===== config.mk =====
export PLATFORM = sky130hd
export DESIGN_NAME = touch_key_event_classifier_core
export DESIGN_NICKNAME = d
export VERILOG_FILES = /design/src/hw/rtl/tkec_pkg.sv /design/src/hw/rtl/tkec_cfg_regs.sv /design/src/hw/rtl/tkec_fsm.sv /design/src/hw/rtl/touch_key_event_classifier_core.sv
export SDC_FILE = /design/constraint.sdc
export NUM_CORES = 1
export LEC_CHECK = 0
export BUFFER_PORTS_ARGS = -buffer_cell sky130_fd_sc_hd__buf_2
export CAP_MARGIN = 20
export CORE_UTILIZATION = 47
export CTS_BUF_LIST = sky130_fd_sc_hd__clkbuf_4
export DETAILED_ROUTE_END_ITERATION = 6
export SYNTH_ARGS = -nofsm -noshare
export SYNTH_HDL_FRONTEND = slang
export SYNTH_SLANG_ARGS = --single-unit

===== constraint.sdc =====
create_clock -name clk -period 5.24 [get_ports clk]
set_input_delay 0.262 -clock clk [delete_from_list [all_inputs] [get_ports clk]]
set_output_delay 0.262 -clock clk [all_outputs]
set_load 0.01 [all_outputs]

===== src/hw/rtl/tkec_pkg.sv =====
// Shared types, codes and helpers for the touch key event classifier.
`timescale 1ns / 1ps

package tkec_pkg;

    localparam int KEY_COUNT = 5;
    localparam int KEY_W     = 5;

    // Configuration register indexes
    localparam logic [2:0] CFG_LONG_THRESHOLD  = 3'd0;
    localparam logic [2:0] CFG_LONG_STEP       = 3'd1;
    localparam logic [2:0] CFG_HOLD_INTERVAL   = 3'd2;
    localparam logic [2:0] CFG_RELEASE_SAMPLES = 3'd3;
    localparam logic [2:0] CFG_DOUBLE_WINDOW   = 3'd4;

    localparam logic [15:0] RST_LONG_THRESHOLD  = 16'd1000;
    localparam logic [7:0]  RST_LONG_STEP       = 8'd11;
    localparam logic [15:0] RST_HOLD_INTERVAL   = 16'd150;
    localparam logic [15:0] RST_RELEASE_SAMPLES = 16'd50;
    localparam logic [7:0]  RST_DOUBLE_WINDOW   = 8'd200;

    // Classifier modes
    localparam logic [2:0] MODE_IDLE       = 3'd0;
    localparam logic [2:0] MODE_WINDOW     = 3'd1;
    localparam logic [2:0] MODE_HOLD       = 3'd2;
    localparam logic [2:0] MODE_WAIT_SHORT = 3'd3;
    localparam logic [2:0] MODE_WAIT_LONG  = 3'd4;

    // Event kinds
    localparam logic [2:0] EV_SHORT    = 3'd0;
    localparam logic [2:0] EV_DOUBLE   = 3'd1;
    localparam logic [2:0] EV_LONG     = 3'd2;
    localparam logic [2:0] EV_CONTINUE = 3'd3;
    localparam logic [2:0] EV_RELEASE  = 3'd4;

    localparam logic [16:0] TIME_MAX = 17'h1FFFF;
    localparam logic [15:0] RUN_MAX  = 16'hFFFF;
    localparam logic [7:0]  WIN_MAX  = 8'hFF;

    typedef struct packed {
        logic [15:0] long_threshold;
        logic [7:0]  long_step;
        logic [15:0] hold_interval;
        logic [15:0] release_samples;
        logic [7:0]  double_window;
    } cfg_t;

    typedef struct packed {
        logic       valid;
        logic [2:0] kind;
        logic [2:0] key_num;
    } evt_t;

    typedef struct packed {
        logic       hit;
        logic [2:0] idx;
    } key_dec_t;

    // A word names a key only when exactly one bit below KEY_COUNT is set.
    function automatic key_dec_t key_decode(input logic [KEY_W-1:0] word);
        key_dec_t d;
        d.hit = 1'b0;
        d.idx = 3'd0;
        for (int i = 0; i < KEY_W; i++) begin
            if (i < KEY_COUNT && word == (KEY_W'(1) << i)) begin
                d.hit = 1'b1;
                d.idx = 3'(i);
            end
        end
        return d;
    endfunction

endpackage


===== src/hw/rtl/tkec_cfg_regs.sv =====
// Configuration register bank of the touch key event classifier.
`timescale 1ns / 1ps

module tkec_cfg_regs (
    input  logic          clk,
    input  logic          rst_n,
    input  logic          cfg_valid,
    output logic          cfg_ready,
    input  logic [2:0]    cfg_index,
    input  logic [15:0]   cfg_data,
    output tkec_pkg::cfg_t cfg
);
    import tkec_pkg::*;

    logic [15:0] long_threshold_reg;
    logic [7:0]  long_step_reg;
    logic [15:0] hold_interval_reg;
    logic [15:0] release_samples_reg;
    logic [7:0]  double_window_reg;
    logic        wr;

    assign cfg_ready = 1'b1;
    assign wr        = cfg_valid && cfg_ready;

    always_ff @(posedge clk or negedge rst_n)
    begin
        if (!rst_n)
        begin
            long_threshold_reg  <= RST_LONG_THRESHOLD;
            long_step_reg       <= RST_LONG_STEP;
            hold_interval_reg   <= RST_HOLD_INTERVAL;
            release_samples_reg <= RST_RELEASE_SAMPLES;
            double_window_reg   <= RST_DOUBLE_WINDOW;
        end
        else if (wr)
        begin
            unique case (cfg_index)
                CFG_LONG_THRESHOLD:  long_threshold_reg  <= cfg_data;
                CFG_LONG_STEP:       long_step_reg       <= cfg_data[7:0];
                CFG_HOLD_INTERVAL:   hold_interval_reg   <= cfg_data;
                CFG_RELEASE_SAMPLES: release_samples_reg <= cfg_data;
                CFG_DOUBLE_WINDOW:   double_window_reg   <= cfg_data[7:0];
                default:             ;
            endcase
        end
    end

    assign cfg.long_threshold  = long_threshold_reg;
    assign cfg.long_step       = long_step_reg;
    assign cfg.hold_interval   = hold_interval_reg;
    assign cfg.release_samples = release_samples_reg;
    assign cfg.double_window   = double_window_reg;

endmodule


===== src/hw/rtl/tkec_fsm.sv =====
// Press classification state and next-state logic, one sample per step.
`timescale 1ns / 1ps

module tkec_fsm (
    input  logic                           clk,
    input  logic                           rst_n,
    input  logic                           step,
    input  logic [tkec_pkg::KEY_W-1:0]     key,
    input  tkec_pkg::cfg_t                 cfg,
    output tkec_pkg::evt_t                 evt
);
    import tkec_pkg::*;

    logic [2:0]       mode_reg,         mode_next;
    logic [KEY_W-1:0] held_key_reg,     held_key_next;
    logic [16:0]      press_time_reg,   press_time_next;
    logic [15:0]      zero_run_reg,     zero_run_next;
    logic [7:0]       window_count_reg, window_count_next;

    key_dec_t key_dec;
    key_dec_t held_dec;
    logic     ev_valid;
    logic     ev_on_key;
    logic [2:0] ev_kind;

    assign key_dec  = key_decode(key);
    assign held_dec = key_decode(held_key_reg);

    always_comb
    begin
        logic [17:0] sum;
        logic [16:0] press_add;
        logic [16:0] press_inc;
        logic [15:0] zr;
        logic [7:0]  win_inc;
        logic        rel_hit;
        logic        same;

        sum       = {1'b0, press_time_reg} + {10'd0, cfg.long_step};
        press_add = sum[17] ? TIME_MAX : sum[16:0];
        press_inc = (press_time_reg == TIME_MAX) ? TIME_MAX : press_time_reg + 17'd1;
        win_inc   = (window_count_reg == WIN_MAX) ? WIN_MAX : window_count_reg + 8'd1;
        // release counting: zero samples extend the run, any touch restarts it
        if (key == '0)
            zr = (zero_run_reg == RUN_MAX) ? RUN_MAX : zero_run_reg + 16'd1;
        else
            zr = 16'd0;
        rel_hit = zr >= cfg.release_samples;
        same    = key == held_key_reg;

        mode_next         = mode_reg;
        held_key_next     = held_key_reg;
        press_time_next   = press_time_reg;
        zero_run_next     = zero_run_reg;
        window_count_next = window_count_reg;
        ev_valid          = 1'b0;
        ev_on_key         = 1'b0;
        ev_kind           = EV_SHORT;

        unique case (mode_reg)
            MODE_IDLE:
            begin
                if (held_key_reg == '0)
                    held_key_next = key;
                else if (same)
                begin
                    press_time_next = press_add;
                    if (press_add >= {1'b0, cfg.long_threshold})
                    begin
                        ev_valid        = key_dec.hit;
                        ev_on_key       = 1'b1;
                        ev_kind         = EV_LONG;
                        press_time_next = 17'd1;
                        mode_next       = MODE_HOLD;
                    end
                end
                else if (held_dec.hit)
                begin
                    mode_next         = MODE_WINDOW;
                    window_count_next = 8'd0;
                end
                else
                begin
                    mode_next       = MODE_IDLE;
                    held_key_next   = '0;
                    press_time_next = '0;
                end
            end
            MODE_WINDOW:
            begin
                window_count_next = win_inc;
                if (same || win_inc >= cfg.double_window)
                begin
                    ev_valid      = held_dec.hit;
                    ev_kind       = same ? EV_DOUBLE : EV_SHORT;
                    mode_next     = MODE_WAIT_SHORT;
                    zero_run_next = zr;
                    if (rel_hit)
                    begin
                        mode_next         = MODE_IDLE;
                        held_key_next     = '0;
                        press_time_next   = '0;
                        zero_run_next     = '0;
                        window_count_next = '0;
                    end
                end
            end
            MODE_HOLD:
            begin
                if (same)
                begin
                    press_time_next = press_inc;
                    if (key_dec.hit && press_inc >= {1'b0, cfg.hold_interval})
                    begin
                        press_time_next = '0;
                        ev_valid        = 1'b1;
                        ev_on_key       = 1'b1;
                        ev_kind         = EV_CONTINUE;
                    end
                end
                else
                begin
                    mode_next     = MODE_WAIT_LONG;
                    zero_run_next = zr;
                    if (rel_hit)
                    begin
                        ev_valid          = held_dec.hit;
                        ev_kind           = EV_RELEASE;
                        mode_next         = MODE_IDLE;
                        held_key_next     = '0;
                        press_time_next   = '0;
                        zero_run_next     = '0;
                        window_count_next = '0;
                    end
                end
            end
            MODE_WAIT_SHORT, MODE_WAIT_LONG:
            begin
                zero_run_next = zr;
                if (rel_hit)
                begin
                    ev_valid          = (mode_reg == MODE_WAIT_LONG) && held_dec.hit;
                    ev_kind           = EV_RELEASE;
                    mode_next         = MODE_IDLE;
                    held_key_next     = '0;
                    press_time_next   = '0;
                    zero_run_next     = '0;
                    window_count_next = '0;
                end
            end
            default:
            begin
                mode_next         = MODE_IDLE;
                held_key_next     = '0;
                press_time_next   = '0;
                zero_run_next     = '0;
                window_count_next = '0;
            end
        endcase
    end

    always_ff @(posedge clk or negedge rst_n)
    begin
        if (!rst_n)
        begin
            mode_reg         <= MODE_IDLE;
            held_key_reg     <= '0;
            press_time_reg   <= '0;
            zero_run_reg     <= '0;
            window_count_reg <= '0;
        end
        else if (step)
        begin
            mode_reg         <= mode_next;
            held_key_reg     <= held_key_next;
            press_time_reg   <= press_time_next;
            zero_run_reg     <= zero_run_next;
            window_count_reg <= window_count_next;
        end
    end

    assign evt.valid   = step && ev_valid;
    assign evt.kind    = ev_kind;
    assign evt.key_num = ev_on_key ? key_dec.idx : held_dec.idx;

`ifndef SYNTH
    // The window is only opened for a recognized key.
    a_window_key: assert property (@(posedge clk) disable iff (!rst_n)
        mode_reg == MODE_WINDOW |-> held_dec.hit)
        else $error("window open on unrecognized key");

    a_long_to_hold: assert property (@(posedge clk) disable iff (!rst_n)
        evt.valid && evt.kind == EV_LONG |=> mode_reg == MODE_HOLD && press_time_reg == 17'd1)
        else $error("long event not followed by hold");

    a_no_step_hold: assert property (@(posedge clk) disable iff (!rst_n)
        !step |=> $stable(mode_reg) && $stable(press_time_reg) && $stable(zero_run_reg))
        else $error("state moved without a step");

    a_idle_clean: assert property (@(posedge clk) disable iff (!rst_n)
        mode_reg == MODE_IDLE |-> zero_run_reg == '0 && window_count_reg == '0)
        else $error("idle with stale counters");
`endif

endmodule


===== src/hw/rtl/touch_key_event_classifier_core.sv =====
// Top level of the touch key event classifier: channels, sample stage, result register.
`timescale 1ns / 1ps

// Touch key event classifier. Each transfer on the input channel is one scan
// tick carrying the key flag word; the block emits at most one event per tick
// (short, double click, long, continue, release after long) with the index of
// the key. It accepts one tick per clock cycle while in_stall is low: a tick is
// captured in a sample register and classified by the mode/counter logic, which
// loads its event, if any, into the result register when no result is held.
// A held result stalls only the sample stage; one more tick is still taken
// into an empty sample register.
// Configuration writes are always ready and must be issued while no tick is
// in flight.
module touch_key_event_classifier_core (
    input  logic                       clk,
    input  logic                       rst_n,
    input  logic                       in_valid,
    output logic                       in_stall,
    input  logic [tkec_pkg::KEY_W-1:0] key_flags,
    output logic                       out_valid,
    input  logic                       out_stall,
    output logic [2:0]                 event_kind,
    output logic [2:0]                 key_number,
    input  logic                       cfg_valid,
    output logic                       cfg_ready,
    input  logic [2:0]                 cfg_index,
    input  logic [15:0]                cfg_data
);
    import tkec_pkg::*;

    cfg_t cfg;
    evt_t evt;

    logic             s1_valid_reg;
    logic [KEY_W-1:0] s1_key_reg;
    logic             out_valid_reg;
    logic [2:0]       event_kind_reg;
    logic [2:0]       key_number_reg;
    logic             out_blocked;
    logic             advance;
    logic             step;
    logic             accept;

    tkec_cfg_regs u_cfg (
        .clk       (clk),
        .rst_n     (rst_n),
        .cfg_valid (cfg_valid),
        .cfg_ready (cfg_ready),
        .cfg_index (cfg_index),
        .cfg_data  (cfg_data),
        .cfg       (cfg)
    );

    tkec_fsm u_fsm (
        .clk   (clk),
        .rst_n (rst_n),
        .step  (step),
        .key   (s1_key_reg),
        .cfg   (cfg),
        .evt   (evt)
    );

    assign out_blocked = out_valid_reg && out_stall;
    assign advance     = !out_blocked;
    assign step        = advance && s1_valid_reg;
    assign in_stall    = s1_valid_reg && out_blocked;
    assign accept      = in_valid && !in_stall;

    always_ff @(posedge clk or negedge rst_n)
    begin
        if (!rst_n)
        begin
            s1_valid_reg  <= 1'b0;
            out_valid_reg <= 1'b0;
        end
        else
        begin
            if (accept)
                s1_valid_reg <= 1'b1;
            else if (advance)
                s1_valid_reg <= 1'b0;
            if (advance)
                out_valid_reg <= evt.valid;
        end
    end

    always_ff @(posedge clk)
    begin
        if (accept)
            s1_key_reg <= key_flags;
        if (evt.valid)
        begin
            event_kind_reg <= evt.kind;
            key_number_reg <= evt.key_num;
        end
    end

    assign out_valid  = out_valid_reg;
    assign event_kind = event_kind_reg;
    assign key_number = key_number_reg;

endmodule


### Yosys cells after proc, flatten, opt, wreduce, memory -nomap -nowiden

Index checks and enable logic that the tools add are counted.

* output and inout bits: 9
* bits in registers: 126
* input port bits: 29
* word-level logic and storage cells: 161

* reductions and logical operators: 25
* bitwise logic cells: 1
* order comparisons: 4
* muxes and demuxes: 79
* $add $sub $neg: 4
* eq/ne operators: 33

Operators with widths (count)
* 17-bit 2-to-1 mux: 10
* 16-bit 2-to-1 mux: 5
* 17-bit case mux with 4 select lines: 1
* 8-bit 2-to-1 mux: 8
* 16-bit case mux with 4 select lines: 1
* 4-bit 2-to-1 mux: 10
* 3-bit 2-to-1 mux: 13
* 17-bit by 16-bit greater-or-equal comparator with 1-bit output: 2
* 8-bit case mux with 4 select lines: 1
* 5-bit 2-to-1 mux: 6
* 3-bit case mux with 4 select lines: 2
* 5-bit case mux with 4 select lines: 1
* 17-bit by 8-bit adder with 18-bit output: 1
* 17-bit by 1-bit adder with 17-bit output (second input constant): 1
* 17-bit == test (second input constant): 1
* 16-bit by 1-bit adder with 16-bit output (second input constant): 1
* 16-bit == test (second input constant): 1
* 16-bit greater-or-equal comparator: 1
* 1-bit 2-to-1 mux: 16
* 3-bit by 2-bit == test with 1-bit output (second input constant): 4
* 3-bit inequality test (second input constant): 4
* 5-bit by 1-bit == test with 1-bit output (second input constant): 2
* 5-bit by 2-bit == test with 1-bit output (second input constant): 2
* 5-bit by 3-bit == test with 1-bit output (second input constant): 2
* 24 further kinds: 50

### Depth between registers and ports, before layout

* depth in word-level cells: 11
* gate-level depth with buffers: 19
* mapped depth without buffers: 18

### Modules after synthesis

A second synthesis with hierarchy kept.

* cell total of the unflattened synthesis: 841
* area total of the unflattened synthesis: 8536.9 sq um

Modules (own cells, without submodules)
* tkec_fsm: area an instance 5645.4 sq um, sequential area each 1226.2 sq um, cells an instance 681, instances 1
* tkec_cfg_regs: area an instance 2468.6 sq um, sequential area each 1625.3 sq um, cells an instance 141, instances 1
* touch_key_event_classifier_core: area an instance 422.9 sq um, sequential area each 380.4 sq um, cells an instance 19, instances 1

### Least setup slack after synthesis

Ideal clock, no wire load.

* path type: reg-to-reg
* start point: register u_fsm.press_time_reg[0]
* end point: register event_kind_reg[0], in the netlist event_kind[0], enable pin
* clock period less this slack: 4.420 ns
* path slack: 0.820 ns
* data arrival time: 4.149 ns
* stages on the path, launching flop included: 18
* library setup time: 0.272 ns
* buffers on the path: 0
* data required time: 4.968 ns
* path through: dfrtp_1 > ha_1 > fa_1 > a211oi_1 > nor3b_1 > o41a_1 > nor2b_1 > o21ai_0 > inv_1 > ha_1 > and4_1 > nand2_1 > nor3_1 > or4_1 > a311oi_2 > nand3_1 > a311oi_2 > nor2_1

RTL lines
* start, declared: line tkec_fsm.sv:16 `logic [16:0] press_time_reg, press_time_next;`
* start signal, assigned: line tkec_fsm.sv:176 `press_time_reg <= press_time_next;`
* end signal, assigned: line touch_key_event_classifier_core.sv:93 `event_kind_reg <= evt.kind;`
* end, declared: line touch_key_event_classifier_core.sv:37 `logic [2:0] event_kind_reg;`

==> results.toml <==
[layout]
final_common_cell = "nand2_1"
area_growth_pct = 10.8
final_core_util = 0.538
drive_above_1_share = 0.159
design_area_um2 = 9360
nNetsFinal = 1071
mostFrequentLayoutCells = "nand2_1 (128), dfrtp_1 (96), inv_1 (77)"
largest_reg_flops = 17
n_fill_cell = 1674

[power_and_ir_drop]
power.leakage_nw = 4.29
p_sw_mw = 1.55
p_clk_frac = 0.200
pwr-share-comb = 0.437
switching_share = 0.404
p_int_mw = 2.29
cellPowerDensity_nw_per_um2 = 411
vdd_ir_drop_max_v = 0.000280
pwr-share-seq = 0.363

[job]
maxCapViolations = 0

[yosys]
async_reset_ff_frac = 0.913
synth_edf_count = 11
ys_types = 76
synth-seq-cells = 126
synth_top_flop_cell = "dfrtp_1"
synth_warnings = 0
ys_top_cells_by_area = "dfrtp_1 (28%), ha_1 (9.9%), dfstp_2 (5.9%)"
postSynthNetCount = 1028
netlist_area_um2 = 8450
synth-seq-area-share = 0.382
netlist_instances = 931
synth.top_cell.area_share = 0.284
yosysTopAreaCell = "dfrtp_1"
syn_avg_cell_area_um2 = 9.08

[drt]
dr_total_vias = 6845
vias_per_cell = 5.64
final_antenna_net_count = 0
drt_first_pass_iters = 5
wl_per_cell_um = 17.6
initialDrtViolationCount = 488
post-route-drc-count = 0
totalWireLength_um = 21400

[setup_path]
cp-start-kind = "flop"
critPathCaptureType = "flop"
path_delay_family = "simple AND/OR/NAND/NOR gates"
max_stage_delay_ns = 0.61
critPathSlowestCell = "or3_1"
criticalPathCategory = "flop to flop"
worst-path-buf-inv = 1
crit_fanout = 14
crit_chain = "ha_1 -> o211ai_1 -> o21ai_0 -> a31oi_1 -> or3_1 -> nand3_1 -> o21ai_0 -> inv_1 -> ha_1 -> and4_1 -> nand2_1 -> nor3_1 -> or4_1 -> a311oi_2 -> nand3_1 -> a311oi_2 -> nor2_1"
crit_required_ns = 5.53
worstPathArrival_ns = 5.15

[grt]
grt_max_degree = 72
grt.total_usage = 0.247
grt_pass1_wl_um = 34500
overflow = 0
grt_pass1_vias = 6592
grt_antenna_before_repair = 1

[timing]
hold_violations = 0
finalCritPeriodShare = 0.926
finalMaxSlewViolations = 0
max_freq_mhz = 206
slew_headroom = 0.357
worstMarginPinSlew_ns = 0.963
rsz0062_at_grt = "no"
setup_viol_count_final = 0
period_needed_ns = 4.85
hold_slack_ns = 0.0616
fin_skew_ns = 0.0168
final.setup.tns_ns = 0

[floorplan]
rows = 48
num_io_pins = 38
die_h_um = 136
dieArea_um2 = 18500
initial_core_util = 0.485
dieWidth_um = 136
coreArea_um2 = 17400

[cts]
cts_max_level = 4
clock_sinks = 126
cts.clk_slew.worst_paths_ns = 0.11
cts_buffers = 17
clock_latency_ns = 0.56
clockRootBuffer = "clkbuf_4"
clockBufferDepth = 2
cts_tree = "built"

[placed_design]
place_area_um2 = 8810
finalWeightedCongestion = 0.937
io_buffers = 36
dp_hpwl_um = 15600

[outcome]
status = "completed"

[hold_path]
hp-class = "primary input to flop"
## per-layer routing
layer | global-route usage | vias up | share of wire
met4 | 0.106 | 0 | 0.029
met3 | 0.0496 | 35 | 0.050
met2 | 0.378 | 180 | 0.45
met5 | 0 | - | 0
met1 | 0.338 | 3231 | 0.47
li1 | - | 3399 | -
## per-stage QoR
step	power, mW	worst slack, ns	instances
global placement	3.04	0.434	1157
global route	4.15	0.00859	1213
CTS	3.85	0.369	1212
floorplan	2.61	0.820	931
detailed placement	3.05	0.385	1157
finish	3.84	0.385	1213
## area by class of cell
class / instances / area, um^2 / share of cell area
antenna: 1 / 2.50 / 0.000267
clock inverter: 10 / 148 / 0.0158
sequential: 126 / 3230 / 0.345
timing repair buffer: 72 / 510 / 0.0545
inverter: 77 / 289 / 0.0309
tap: 225 / 282 / 0.0301
multi-input combinational: 680 / 4730 / 0.506
clock buffer: 22 / 165 / 0.0176
## cell usage after synthesis, drive strengths merged (7+ instances only)
master,count
a2111oi,11
buf,12
xnor2,25
and3,9
nand3,21
dfrtp,96
ha,67
o21ai,73
edfxtp,11
a21o,16
and2,9
nand2b,13
mux2,33
nand2,128
clkbuf,36
nor2,35
inv,77
a31oi,7
a21oi,48
dfstp,19
mux2i,16
nor3,18
nor2b,14
xor2,15
nand4,10
or3,7
## power groups by stage
stage	combinational (mW)	clock [mW]	sequential (mW)
detailed placement	1.64	0	1.41
CTS	1.67	0.792	1.39
floorplan	1.33	0	1.28
global route	1.90	0.826	1.43
finish	1.68	0.768	1.40
global placement	1.64	0	1.41
## worst paths after layout
path	from	endpoint	slack (ns)	depth (start not counted)
max reg2reg	u_fsm.press_time_reg[2]$_DFFE_PN0P_	key_number[0]$_DFFE_PP_	0.39	17
min in group asynchronous	rst_n	u_fsm.zero_run_reg[9]$_DFFE_PN0P_	0.37	2
min	cfg_data[3]	u_cfg.double_window_reg[3]$_DFFE_PN1P_	0.06	3
max	u_fsm.press_time_reg[2]$_DFFE_PN0P_	key_number[0]$_DFFE_PP_	0.39	17
min reg2reg	u_cfg.release_samples_reg[15]$_DFFE_PN0P_	u_cfg.release_samples_reg[15]$_DFFE_PN0P_	0.51	1
max in group asynchronous	rst_n	u_cfg.hold_interval_reg[4]$_DFFE_PN1P_	3.71	3
## logic make-up (layout without fill, tap and decap cells)
group,after synthesis,after routing,share of synthesized area
AND/OR/NAND/NOR,290,290,0.167
AO/OA/AOI/OAI,232,232,0.185
adder cells (fa/ha/maj),68,68,0.102
other,1,2,0.000444
buffers and inverters,125,181,0.0589
multiplexers,49,49,0.0629
XOR/XNOR,40,40,0.0415
flip-flops,126,126,0.382
## worst register-to-register path, cell delays in order, from the launching register on
cell and delay, ns:
dfrtp_1 0.46, ha_1 0.41, o211ai_1 0.10, o21ai_0 0.36
a31oi_1 0.21, or3_1 0.61, nand3_1 0.17, o21ai_0 0.12
inv_1 0.08, ha_1 0.23, and4_1 0.19, nand2_1 0.10
nor3_1 0.06, or4_1 0.51, a311oi_2 0.26, nand3_1 0.20
a311oi_2 0.35, nor2_1 0.19
## timing repair
| action | 4_1_cts | 5_1_grt |
|---|---|---|
| setup endpoints to repair | 0 | 7 |
| hold buffers | 23 | 0 |
| hold endpoints to repair | 100 | 0 |
| resized for setup | 0 | 1 |
| setup buffers | 0 | 0 |
(Power assumes the default switching activity.)
